`src/rtl/jicc_pkg.sv`:
```
// Shared types, constants and the ICC signature table for the JPEG ICC scanner.
// No dependencies; every rtl module file imports this package.
package jicc_pkg;

    localparam logic [7:0]  BYTE_FF     = 8'hFF;
    localparam logic [7:0]  BYTE_SOI    = 8'hD8;
    localparam logic [7:0]  MARK_APP2   = 8'hE2;
    localparam logic [31:0] SPACE_RGB   = 32'h5247_4220;
    localparam logic [15:0] ICC_MIN_LEN = 16'd14;
    localparam logic [15:0] ICC_SIG_LEN = 16'd12;
    localparam logic [15:0] SIG_FIRST   = 16'd2;
    localparam logic [15:0] SPACE_FIRST = 16'd32;
    localparam logic [15:0] SPACE_LAST  = 16'd35;

    typedef enum logic [2:0] {
        CAUSE_FOUND   = 3'd0,
        CAUSE_NOTJPEG = 3'd1,
        CAUSE_MARKER  = 3'd2,
        CAUSE_LENGTH  = 3'd3,
        CAUSE_EOF     = 3'd4
    } cause_t;

    typedef struct packed {
        logic [7:0] data_byte;
        logic       first_of_file;
        logic       last_of_file;
    } in_item_t;

    typedef struct packed {
        logic   is_srgb;
        cause_t cause;
    } result_t;

    // Expected byte of the ICC segment tag (eleven characters plus NUL) at position idx
    function automatic logic [7:0] icc_tag_byte(input logic [3:0] idx);
        logic [7:0] b;
        case (idx)
            4'd0:    b = 8'h49;
            4'd1:    b = 8'h43;
            4'd2:    b = 8'h43;
            4'd3:    b = 8'h5F;
            4'd4:    b = 8'h50;
            4'd5:    b = 8'h52;
            4'd6:    b = 8'h4F;
            4'd7:    b = 8'h46;
            4'd8:    b = 8'h49;
            4'd9:    b = 8'h4C;
            4'd10:   b = 8'h45;
            default: b = 8'h00;
        endcase
        return b;
    endfunction

endpackage

```
`src/rtl/jicc_in_stage.sv`:
```
// Input register for the byte channel of the JPEG ICC scanner.
// Depends on jicc_pkg for the item struct.
module jicc_in_stage (
    input  logic               clk,
    input  logic               rst_n,
    input  logic               byte_valid,
    output logic               byte_stall,
    input  logic [7:0]         data_byte,
    input  logic               first_of_file,
    input  logic               last_of_file,
    input  logic               out_free,
    output logic               step,
    output jicc_pkg::in_item_t item
);
    import jicc_pkg::*;

    logic     hold_valid_reg;
    logic     hold_valid_next;
    in_item_t item_reg;
    logic     accept;

    // Stall only while a held byte cannot move on
    assign byte_stall = hold_valid_reg && !out_free;
    assign accept     = byte_valid && !byte_stall;
    assign step       = hold_valid_reg && out_free;
    assign item       = item_reg;

    // Fill on accept, drain when the byte is consumed
    always_comb
    begin
        if (accept)
            hold_valid_next = 1'b1;
        else if (out_free)
            hold_valid_next = 1'b0;
        else
            hold_valid_next = hold_valid_reg;
    end

    always_ff @(posedge clk or negedge rst_n)
    begin
        if (!rst_n)
            hold_valid_reg <= 1'b0;
        else
            hold_valid_reg <= hold_valid_next;
    end

    // Capture the payload on accept
    always_ff @(posedge clk)
    begin
        if (accept)
            item_reg <= '{data_byte: data_byte, first_of_file: first_of_file,
                          last_of_file: last_of_file};
    end

endmodule

```
`src/rtl/jicc_scan.sv`:
```
// Marker segment walker: start marker, segment headers, ICC signature and
// colour-space capture. Depends on jicc_pkg.
module jicc_scan (
    input  logic               clk,
    input  logic               rst_n,
    input  logic               step,
    input  jicc_pkg::in_item_t item,
    output logic               res_valid,
    output jicc_pkg::result_t  res
);
    import jicc_pkg::*;

    typedef enum logic [3:0] {
        PH_START0 = 4'd0,
        PH_START1 = 4'd1,
        PH_MARK0  = 4'd2,
        PH_MARK1  = 4'd3,
        PH_LEN0   = 4'd4,
        PH_LEN1   = 4'd5,
        PH_BODY   = 4'd6
    } phase_t;

    phase_t      phase_reg,   phase_next;
    logic [15:0] offset_reg,  offset_next;
    logic [15:0] length_reg,  length_next;
    logic [7:0]  marker_reg,  marker_next;
    logic        sig_ok_reg,  sig_ok_next;
    logic [31:0] space_reg,   space_next;
    logic        decided_reg, decided_next;

    // One byte step: start from cleared state on a new file, then advance
    always_comb
    begin
        logic        hit;
        cause_t      cause;
        logic [16:0] off_inc;
        logic [15:0] full_len;
        logic        icc_seg;
        logic [3:0]  sig_idx;
        logic [31:0] space_shift;

        phase_next   = phase_reg;
        offset_next  = offset_reg;
        length_next  = length_reg;
        marker_next  = marker_reg;
        sig_ok_next  = sig_ok_reg;
        space_next   = space_reg;
        decided_next = decided_reg;
        if (item.first_of_file)
        begin
            phase_next   = PH_START0;
            offset_next  = '0;
            length_next  = '0;
            marker_next  = '0;
            sig_ok_next  = 1'b1;
            space_next   = '0;
            decided_next = 1'b0;
        end

        hit         = 1'b0;
        cause       = CAUSE_EOF;
        off_inc     = {1'b0, offset_next} + 17'd1;
        full_len    = {length_next[15:8], item.data_byte};
        icc_seg     = (marker_next == MARK_APP2) && (length_next > ICC_MIN_LEN);
        sig_idx     = offset_next[3:0] - SIG_FIRST[3:0];
        space_shift = {space_next[23:0], item.data_byte};

        if (!decided_next)
        begin
            case (phase_next)
                PH_START0:
                begin
                    if (item.data_byte != BYTE_FF)
                    begin
                        hit   = 1'b1;
                        cause = CAUSE_NOTJPEG;
                    end
                    else
                        phase_next = PH_START1;
                end
                PH_START1:
                begin
                    if (item.data_byte != BYTE_SOI)
                    begin
                        hit   = 1'b1;
                        cause = CAUSE_NOTJPEG;
                    end
                    else
                        phase_next = PH_MARK0;
                end
                PH_MARK0:
                begin
                    if (item.data_byte != BYTE_FF)
                    begin
                        hit   = 1'b1;
                        cause = CAUSE_MARKER;
                    end
                    else
                        phase_next = PH_MARK1;
                end
                PH_MARK1:
                begin
                    marker_next = item.data_byte;
                    sig_ok_next = 1'b1;
                    space_next  = '0;
                    phase_next  = PH_LEN0;
                end
                PH_LEN0:
                begin
                    length_next = {item.data_byte, 8'h00};
                    phase_next  = PH_LEN1;
                end
                PH_LEN1:
                begin
                    length_next = full_len;
                    if (full_len < 16'd2)
                    begin
                        hit   = 1'b1;
                        cause = CAUSE_LENGTH;
                    end
                    else if (full_len == 16'd2)
                    begin
                        offset_next = '0;
                        phase_next  = PH_MARK0;
                    end
                    else
                    begin
                        offset_next = 16'd2;
                        phase_next  = PH_BODY;
                    end
                end
                PH_BODY:
                begin
                    if (icc_seg)
                    begin
                        // Check signature bytes
                        if (offset_next >= SIG_FIRST &&
                            offset_next < SIG_FIRST + ICC_SIG_LEN &&
                            item.data_byte != icc_tag_byte(sig_idx))
                            sig_ok_next = 1'b0;
                        // Shift in colour-space bytes
                        if (offset_next >= SPACE_FIRST && offset_next <= SPACE_LAST)
                        begin
                            space_next = space_shift;
                            if (offset_next == SPACE_LAST && sig_ok_next &&
                                space_shift == SPACE_RGB)
                            begin
                                hit   = 1'b1;
                                cause = CAUSE_FOUND;
                            end
                        end
                    end
                    // Leave the segment after its last byte
                    if (off_inc >= {1'b0, length_next})
                    begin
                        phase_next  = PH_MARK0;
                        offset_next = '0;
                    end
                    else
                        offset_next = off_inc[15:0];
                end
                default:
                begin
                    hit   = 1'b1;
                    cause = CAUSE_MARKER;
                end
            endcase

            if (!hit && item.last_of_file)
            begin
                hit   = 1'b1;
                cause = CAUSE_EOF;
            end
            if (hit)
                decided_next = 1'b1;
        end

        res_valid   = step && hit;
        res.is_srgb = (cause == CAUSE_FOUND);
        res.cause   = cause;
    end

    // Hold scan state; advance only on a consumed byte
    always_ff @(posedge clk or negedge rst_n)
    begin
        if (!rst_n)
        begin
            phase_reg   <= PH_START0;
            offset_reg  <= '0;
            length_reg  <= '0;
            marker_reg  <= '0;
            sig_ok_reg  <= 1'b1;
            space_reg   <= '0;
            decided_reg <= 1'b0;
        end
        else if (step)
        begin
            phase_reg   <= phase_next;
            offset_reg  <= offset_next;
            length_reg  <= length_next;
            marker_reg  <= marker_next;
            sig_ok_reg  <= sig_ok_next;
            space_reg   <= space_next;
            decided_reg <= decided_next;
        end
    end

endmodule

```
`src/rtl/jicc_out_stage.sv`:
```
// Result register for the JPEG ICC scanner output channel.
// Depends on jicc_pkg for the result struct.
module jicc_out_stage (
    input  logic              clk,
    input  logic              rst_n,
    input  logic              load,
    input  jicc_pkg::result_t res,
    output logic              out_free,
    output logic              result_valid,
    input  logic              result_stall,
    output logic              is_srgb,
    output logic [2:0]        stop_cause
);
    import jicc_pkg::*;

    logic    valid_reg;
    logic    valid_next;
    result_t res_reg;

    // Register is free when empty or being taken this cycle
    assign out_free     = !valid_reg || !result_stall;
    assign result_valid = valid_reg;
    assign is_srgb      = res_reg.is_srgb;
    assign stop_cause   = res_reg.cause;

    always_comb
    begin
        if (out_free)
            valid_next = load;
        else
            valid_next = valid_reg;
    end

    always_ff @(posedge clk or negedge rst_n)
    begin
        if (!rst_n)
            valid_reg <= 1'b0;
        else
            valid_reg <= valid_next;
    end

    // Load a new result; hold while stalled
    always_ff @(posedge clk)
    begin
        if (load && out_free)
            res_reg <= res;
    end

endmodule

```
`src/rtl/jpeg_icc_colour_space_detector.sv`:
```
// JPEG embedded-ICC colour space detector.
// Byte channel: byte_valid/byte_stall with data_byte, first_of_file and
// last_of_file; one file byte per word, first_of_file restarts the scan.
// Result channel: result_valid/result_stall with is_srgb and stop_cause
// (found, not jpeg, bad marker, bad length, end of file). At most one
// result per file; later bytes of a decided file are swallowed.
// Throughput: one byte per cycle while the result register is free, set by
// the segment walker between the input register and the result register.
// Path: a deciding byte is held in the input register, then its result is
// loaded into the result register when that register is free.
// Stall: while a result waits under result_stall, at most one more byte is taken
// into the input register, then byte_stall rises until the result leaves.
// Reset (rst_n low, asynchronous) empties both registers and sets the
// scan to expect the start marker of a new file.
// Depends on jicc_pkg, jicc_in_stage, jicc_scan and jicc_out_stage.
module jpeg_icc_colour_space_detector (
    input  logic       clk,
    input  logic       rst_n,
    input  logic       byte_valid,
    output logic       byte_stall,
    input  logic [7:0] data_byte,
    input  logic       first_of_file,
    input  logic       last_of_file,
    output logic       result_valid,
    input  logic       result_stall,
    output logic       is_srgb,
    output logic [2:0] stop_cause
);
    import jicc_pkg::*;

    in_item_t item;
    result_t  res;
    logic     step;
    logic     res_valid;
    logic     out_free;

    // Hold the incoming byte
    jicc_in_stage u_in (
        .clk           (clk),
        .rst_n         (rst_n),
        .byte_valid    (byte_valid),
        .byte_stall    (byte_stall),
        .data_byte     (data_byte),
        .first_of_file (first_of_file),
        .last_of_file  (last_of_file),
        .out_free      (out_free),
        .step          (step),
        .item          (item)
    );

    // Advance the segment walk
    jicc_scan u_scan (
        .clk       (clk),
        .rst_n     (rst_n),
        .step      (step),
        .item      (item),
        .res_valid (res_valid),
        .res       (res)
    );

    // Register the decision
    jicc_out_stage u_out (
        .clk          (clk),
        .rst_n        (rst_n),
        .load         (res_valid),
        .res          (res),
        .out_free     (out_free),
        .result_valid (result_valid),
        .result_stall (result_stall),
        .is_srgb      (is_srgb),
        .stop_cause   (stop_cause)
    );

endmodule

```
`config.mk`:
```
export PLATFORM = sky130hd
export DESIGN_NAME = jpeg_icc_colour_space_detector
export DESIGN_NICKNAME = d
export VERILOG_FILES = /design/src/rtl/jicc_pkg.sv /design/src/rtl/jicc_in_stage.sv /design/src/rtl/jicc_scan.sv /design/src/rtl/jicc_out_stage.sv /design/src/rtl/jpeg_icc_colour_space_detector.sv
export SDC_FILE = /design/constraint.sdc
export NUM_CORES = 1
export LEC_CHECK = 0
export ABC_AREA = 1
export BUFFER_PORTS_ARGS = -buffer_cell sky130_fd_sc_hd__buf_2
export CAP_MARGIN = 10
export CELL_PAD_IN_SITES_DETAIL_PLACEMENT = 0
export CELL_PAD_IN_SITES_GLOBAL_PLACEMENT = 2
export CORE_ASPECT_RATIO = 0.7
export CORE_UTILIZATION = 39
export DETAILED_ROUTE_END_ITERATION = 7
export MAX_ROUTING_LAYER = met4
export PLACE_DENSITY = 0.92
export SLEW_MARGIN = 5
export SYNTH_ARGS = -nofsm -noshare
export SYNTH_HDL_FRONTEND = slang
export SYNTH_SLANG_ARGS = --single-unit
export TNS_END_PERCENT = 5
```
`constraint.sdc`:
```
create_clock -name clk -period 5.3 [get_ports clk]
set_input_delay 0.265 -clock clk [delete_from_list [all_inputs] [get_ports clk]]
set_output_delay 0.265 -clock clk [all_outputs]
set_load 0.005 [all_outputs]
```
-- Word-level counts from Yosys, hierarchy flattened
Memory sizes are Yosys's and may differ from the RTL's.
Index checks and enable logic that the tools add are counted.
- mux-type cells: 63
- $lt $le $gt $ge: 7
- eq/ne operators: 13
- reduce and logical (&&, ||, !) cells: 23
- add/sub/neg operators: 2
- operators with widths (cell ; count):
    2-to-1 mux 32 bit ; 4
    2-to-1 mux 16 bit ; 6
    one-hot mux 16 bit (2 select lines) ; 2
    one-hot mux 32 bit (2 select lines) ; 1
    2-to-1 mux 8 bit ; 6
    == test 32 x 31 -> 1 bit, second input constant ; 1
    2-to-1 mux 3 bit ; 10
    2-to-1 mux 4 bit ; 7
    one-hot mux 4 bit (7 select lines) ; 1
    2-to-1 mux 1 bit ; 22
    one-hot mux 3 bit (6 select lines) ; 1
    adder 16 x 1 -> 17 bit, second input constant ; 1
    >= comparator 17 x 16 -> 1 bit ; 1
    == test 16 x 2 -> 1 bit, second input constant ; 1
    == test 16 x 6 -> 1 bit, second input constant ; 1
    >= comparator 16 x 2 -> 1 bit, second input constant ; 1
    >= comparator 16 x 6 -> 1 bit, second input constant ; 1
    greater-than comparator 16 x 4 -> 1 bit, second input constant ; 1
    <= comparator 16 x 6 -> 1 bit, second input constant ; 1
    less-than comparator 16 x 2 -> 1 bit, second input constant ; 1
    less-than comparator 16 x 4 -> 1 bit, second input constant ; 1
    inequality test 8 bit, second input constant ; 2
    == test 4 x 3 -> 1 bit, second input constant ; 3
    logical AND 1 bit ; 12
    other kinds (14) ; 20
- output and inout port bits: 6
- input bits: 14
- ROM bits: 96
- memories: 1
- logic and storage cells: 123
- bits in registers: 94
- memory list (memory ; depth ; width ; rd ports ; clocked after memory_dff ; write ports ; RTL line ; source):
    (no name shown) ; 16 ; 6 ; 1 ; 0 ; 0 ; jicc_pkg.sv:37 ; case (idx)

-- Logic depth before layout (Yosys ltp)
- depth in word-level cells: 26
- mapped depth: 25
- depth with buffers taken out: 24

-- By module
A second synthesis with hierarchy kept.
- cells, all modules: 894
- area total of the unflattened synthesis: 6008.3 um^2
- by module, submodules not included (module ; area each (um^2) ; cells an instance ; seq. area each (um^2) ; instances):
    jicc_scan ; 5481.5 ; 866 ; 1752.9 ; 1
    jicc_in_stage ; 365.4 ; 19 ; 325.3 ; 1
    jicc_out_stage ; 161.4 ; 9 ; 145.1 ; 1

-- Worst setup path after synthesis
Ideal clock, no wire load.
- kind: register to register
- from: reg u_in.item_reg (netlist bit u_in.item[1])
- to: reg u_scan.offset_reg[12]
- period minus slack after synthesis: 3.402 ns
- cell stages (with the launch flop): 24
- path slack: 1.898 ns
- required time: 5.223 ns
- arrival: 3.325 ns
- cell sequence: edfxtp_1 -> buf_6 -> nor2_1 -> ha_1 -> nand2_1 -> nor2_1 -> nand2_1 -> nor2_2 -> nand2_1 -> nor3_1 -> xor2_1 -> inv_1 -> ha_1 -> nand2_1 -> nor2_1 -> nor3b_1 -> nand2_1 -> nand2_1 -> nand2_1 -> nand2_1 -> nand3_2 -> inv_2 -> nand3_1 -> a21oi_1
- cells in the longest elaborated chain, start to end: 6
- elaborated cells between the ends (all ways): 13
- those cells by class: add/sub: 1; order compare: 2; eq/ne: 2; mux: 8
- RTL lines (item ; RTL line ; source):
    start: declaration ; jicc_in_stage.sv:19 ; in_item_t item_reg;
    start signal: assignment ; jicc_in_stage.sv:51 ; item_reg <= '{data_byte: data_byte, first_of_file: first_of_file,
    2-to-1 mux 16 bit ; jicc_scan.sv:49 ; if (item.first_of_file)
    adder 16 x 1 -> 17 bit ; jicc_scan.sv:62 ; off_inc = {1'b0, offset_next} + 17'd1;
    >= comparator 17 x 16 -> 1 bit ; jicc_scan.sv:154 ; if (off_inc >= {1'b0, length_next})
    2-to-1 mux 16 bit ; jicc_scan.sv:154 ;
    one-hot mux 16 bit (2 select lines) ; jicc_scan.sv:70 ; case (phase_next)
    2-to-1 mux 16 bit (*) ; jicc_scan.sv:68 ; if (!decided_next)
    end signal: assignment ; jicc_scan.sv:199 ; offset_reg <= offset_next;
    end: declaration ; jicc_scan.sv:24 ; logic [15:0] offset_reg, offset_next;
Mark *: on every way between the ends. The rest lies on a longest branch, timed or not.
A chain may end at the register's enable or synchronous reset.

-- Worst setup path after layout
- from: reg u_in.item_reg (netlist bit u_in.item[1])
- to: reg u_scan.offset_reg[13]
The elaborated chain is that of the path after synthesis.

==> flow_summary.toml <==
[final_layout]
drive_gt1_frac = 0.108
layout_commonest_cell = "nand2_1"
instances_no_fill = 1119
layout_common_cells = "211 x nand2_1, 120 x inv_1, 120 x nor2_1"
largest_reg_flops = 24
final_nets = 945
antenna_cells = 0
n_fill_cell = 1638
finalInstanceArea_sq_um = 6780
syn2layout_area_growth_pct = 8.49

[cts]
cts_made_buffers = 9
cts-root-buf = "clkbuf_16"
cts_setup_buffers = 0
ctsLongestPathBuffers = 2
cts_tree = "done"
htreeDepth = 3
cts_hold_buffers = 0
clock-sinks = 86
clkTransAtPathRegs_ps = 70
ctsResizeCount = 0
clock_latency_ps = 360

[critical_path]
rr_worst_depth = 24
endpoint_kind = "flip-flop"
crit_type = "reg2reg"
cp.required_ps = 5580
cp_data_arrival_time_ps = 4310
critical_path.max_fanout = 24
regToRegSetupSlack_ps = 1270
start_kind = "flip-flop"

[power_and_ir_drop]
p_clk_frac = 0.214
leakage_nw = 3.26
power.density_nw_per_um2 = 454
p_sw_mw = 1.42
p_comb_frac = 0.441
seqPwrFrac = 0.345
ir_drop_v = 0.000181
p_sw_frac = 0.461
intPower_mw = 1.66

[synth]
ys_seq_elements = 86
syn_avg_cell_area_sq_um = 6.89
synth_edf_count = 14
syn_nets = 938
synth_cells = 907
async_reset_ff_frac = 0.837
synth.distinct_cells = 49
synth_seq_area_share = 0.356
netlist_area_sq_um = 6250
ys_warn_count = 0
ys.flop_type = "dfrtp_1"

[place]
gp_congestion = 0.953
dp_hpwl_um = 14300
dpl_cell_area_sq_um = 6480
io_buffers = 19
dp.cells = 1103

[sta]
layout_min_cycle_time_ps = 4030
setup_viol = 0
finClkSkew_ps = 11.8
hold_viol = 0
worst_slew_pin_slew_ps = 1020
relSlewSlack = 0.318
setup_tns_ps = 0
finalMaxSlewViolations = 0
timing.final.crit_share = 0.760
rsz0062_at_grt = "false"
fmax_mhz = 248

[routing]
drt-pass1-iter-count = 7
routedWlPerCell_um = 17.9
drtIter0Drc = 736
drc_errors = 0
ant_nets = 0
vias = 6138
wl_um = 20100
viasPerCell = 5.49

[run]
maxCapViolCount = 0

[floorplan]
core_area_sq_um = 15600
io-pin-count = 20
fp-row-count = 38
die_x_um = 153
dieArea_sq_um = 16600
start_util = 0.401
chipHeight_um = 108

[grt]
first_global_vias = 5592
antenna_found_initial = 0
grt_max_degree = 73
grt_usage = 0.263
grt_overflow_total = 0
grt_pass1_wl_um = 32100

[status]
status = "completed"

[worst_hold_path]
min_path_type = "in2async"
-- synth_stat cells, types with 3 or more instances --
| master | number | area share |
|---|---|---|
| nand2_1 | 211 | 0.13 |
| nor2_1 | 121 | 0.073 |
| inv_1 | 120 | 0.072 |
| a21oi_1 | 74 | 0.059 |
| dfrtp_1 | 71 | 0.28 |
| o21ai_0 | 32 | 0.026 |
| nand3_1 | 31 | 0.025 |
| o21ai_1 | 31 | 0.025 |
| nand4_1 | 30 | 0.030 |
| clkbuf_1 | 18 | 0.011 |
| ha_1 | 17 | 0.034 |
| a31oi_1 | 14 | 0.014 |
| edfxtp_1 | 14 | 0.067 |
| nand2_2 | 13 | 0.013 |
| nor3_1 | 11 | 0.0088 |
| inv_2 | 10 | 0.0060 |
| o211ai_1 | 10 | 0.012 |
| xor2_1 | 10 | 0.014 |
| nor2_2 | 9 | 0.0090 |
| buf_6 | 6 | 0.011 |
| a221oi_1 | 5 | 0.0070 |
| nand2_4 | 4 | 0.0072 |
| nor3_2 | 4 | 0.0064 |
| o22ai_1 | 4 | 0.0040 |
| buf_1 | 3 | 0.0018 |
| nor4_1 | 3 | 0.0030 |
| o22a_1 | 3 | 0.0042 |
-- through the flow --
stage | utilization | setup slack [ps] | hold WS (ps) | power (mW)
2_1_floorplan | - | 1900 | -30.6 | 2.02
3_3_place_gp | 0.416 | 1440 | 442 | 2.42
3_5_place_dp | 0.416 | 1360 | 443 | 2.40
4_1_cts | 0.435 | 1330 | 62.9 | 3.07
5_1_grt | 0.435 | 951 | 61.5 | 3.33
6_report | 0.435 | 1270 | 73.4 | 3.08
-- worst max-delay path, cell delays in order, from the launching register on --
cell and delay [ps]:
edfxtp_1 510, inv_4 340, nand2_2 160, inv_1 130, ha_1 150, nand2_1 80, nor2_1 130, nand2_1 100
nor2_2 130, nand2_1 90, nor3_1 280, xor2_1 250, inv_1 70, ha_1 310, nand2_1 60, nor2_1 40
nor3b_1 170, nand2_1 70, nand2_1 60, nand2_1 50, nand2_1 180, nand3_2 180, inv_2 190, nand3_1 90
a21oi_1 140
-- final timing paths --
check / startpoint / endpoint
worst max-delay path: u_in.item[1] / u_scan.offset_reg[13]
worst min-delay path: rst_n / u_scan.offset_reg[10]
worst max register to register: u_in.item[1] / u_scan.offset_reg[13]
worst min register to register: u_scan.length_reg[13] / u_scan.length_reg[13]
max in group asynchronous: rst_n / u_scan.space_reg[1]
min in group clk: data_byte[6] / u_in.item[8]
-- per-layer routing --
layer	track usage	part of all wire	vias to the layer above
met1	0.413	0.52	2889
met2	0.336	0.38	239
met4	0.0593	0.012	0
met3	0.0505	0.087	20
li1	-	-	2990
met5	-	0	-
-- layout make-up --
type,instances,area [sq um],area share
flip-flops and latches,86,2220,0.328
clock inverters,7,73.8,0.0109
repair buffers,27,158,0.0232
well taps,200,250,0.0369
multi-input cells,659,3360,0.495
inverters,131,494,0.0729
clock buffers,9,225,0.0332
-- cells by family after synthesis --
family          count (synthesis)  synth area share
simple gates                  448             0.320
xor+xnor                       10            0.0140
compound gates                184             0.169
fa+ha+maj                      17            0.0340
flops                          86             0.356
buf+inv                       162             0.108
-- power by group through the flow --
stage / combinational (mW) / sequential [mW] / clock [mW]
2_1_floorplan: 1.00 / 1.02 / 0
3_3_place_gp: 1.35 / 1.07 / 0
3_5_place_dp: 1.33 / 1.07 / 0
4_1_cts: 1.34 / 1.06 / 0.671
5_1_grt: 1.55 / 1.09 / 0.694
6_report: 1.36 / 1.06 / 0.659
Power figures use the tool's default switching activity.
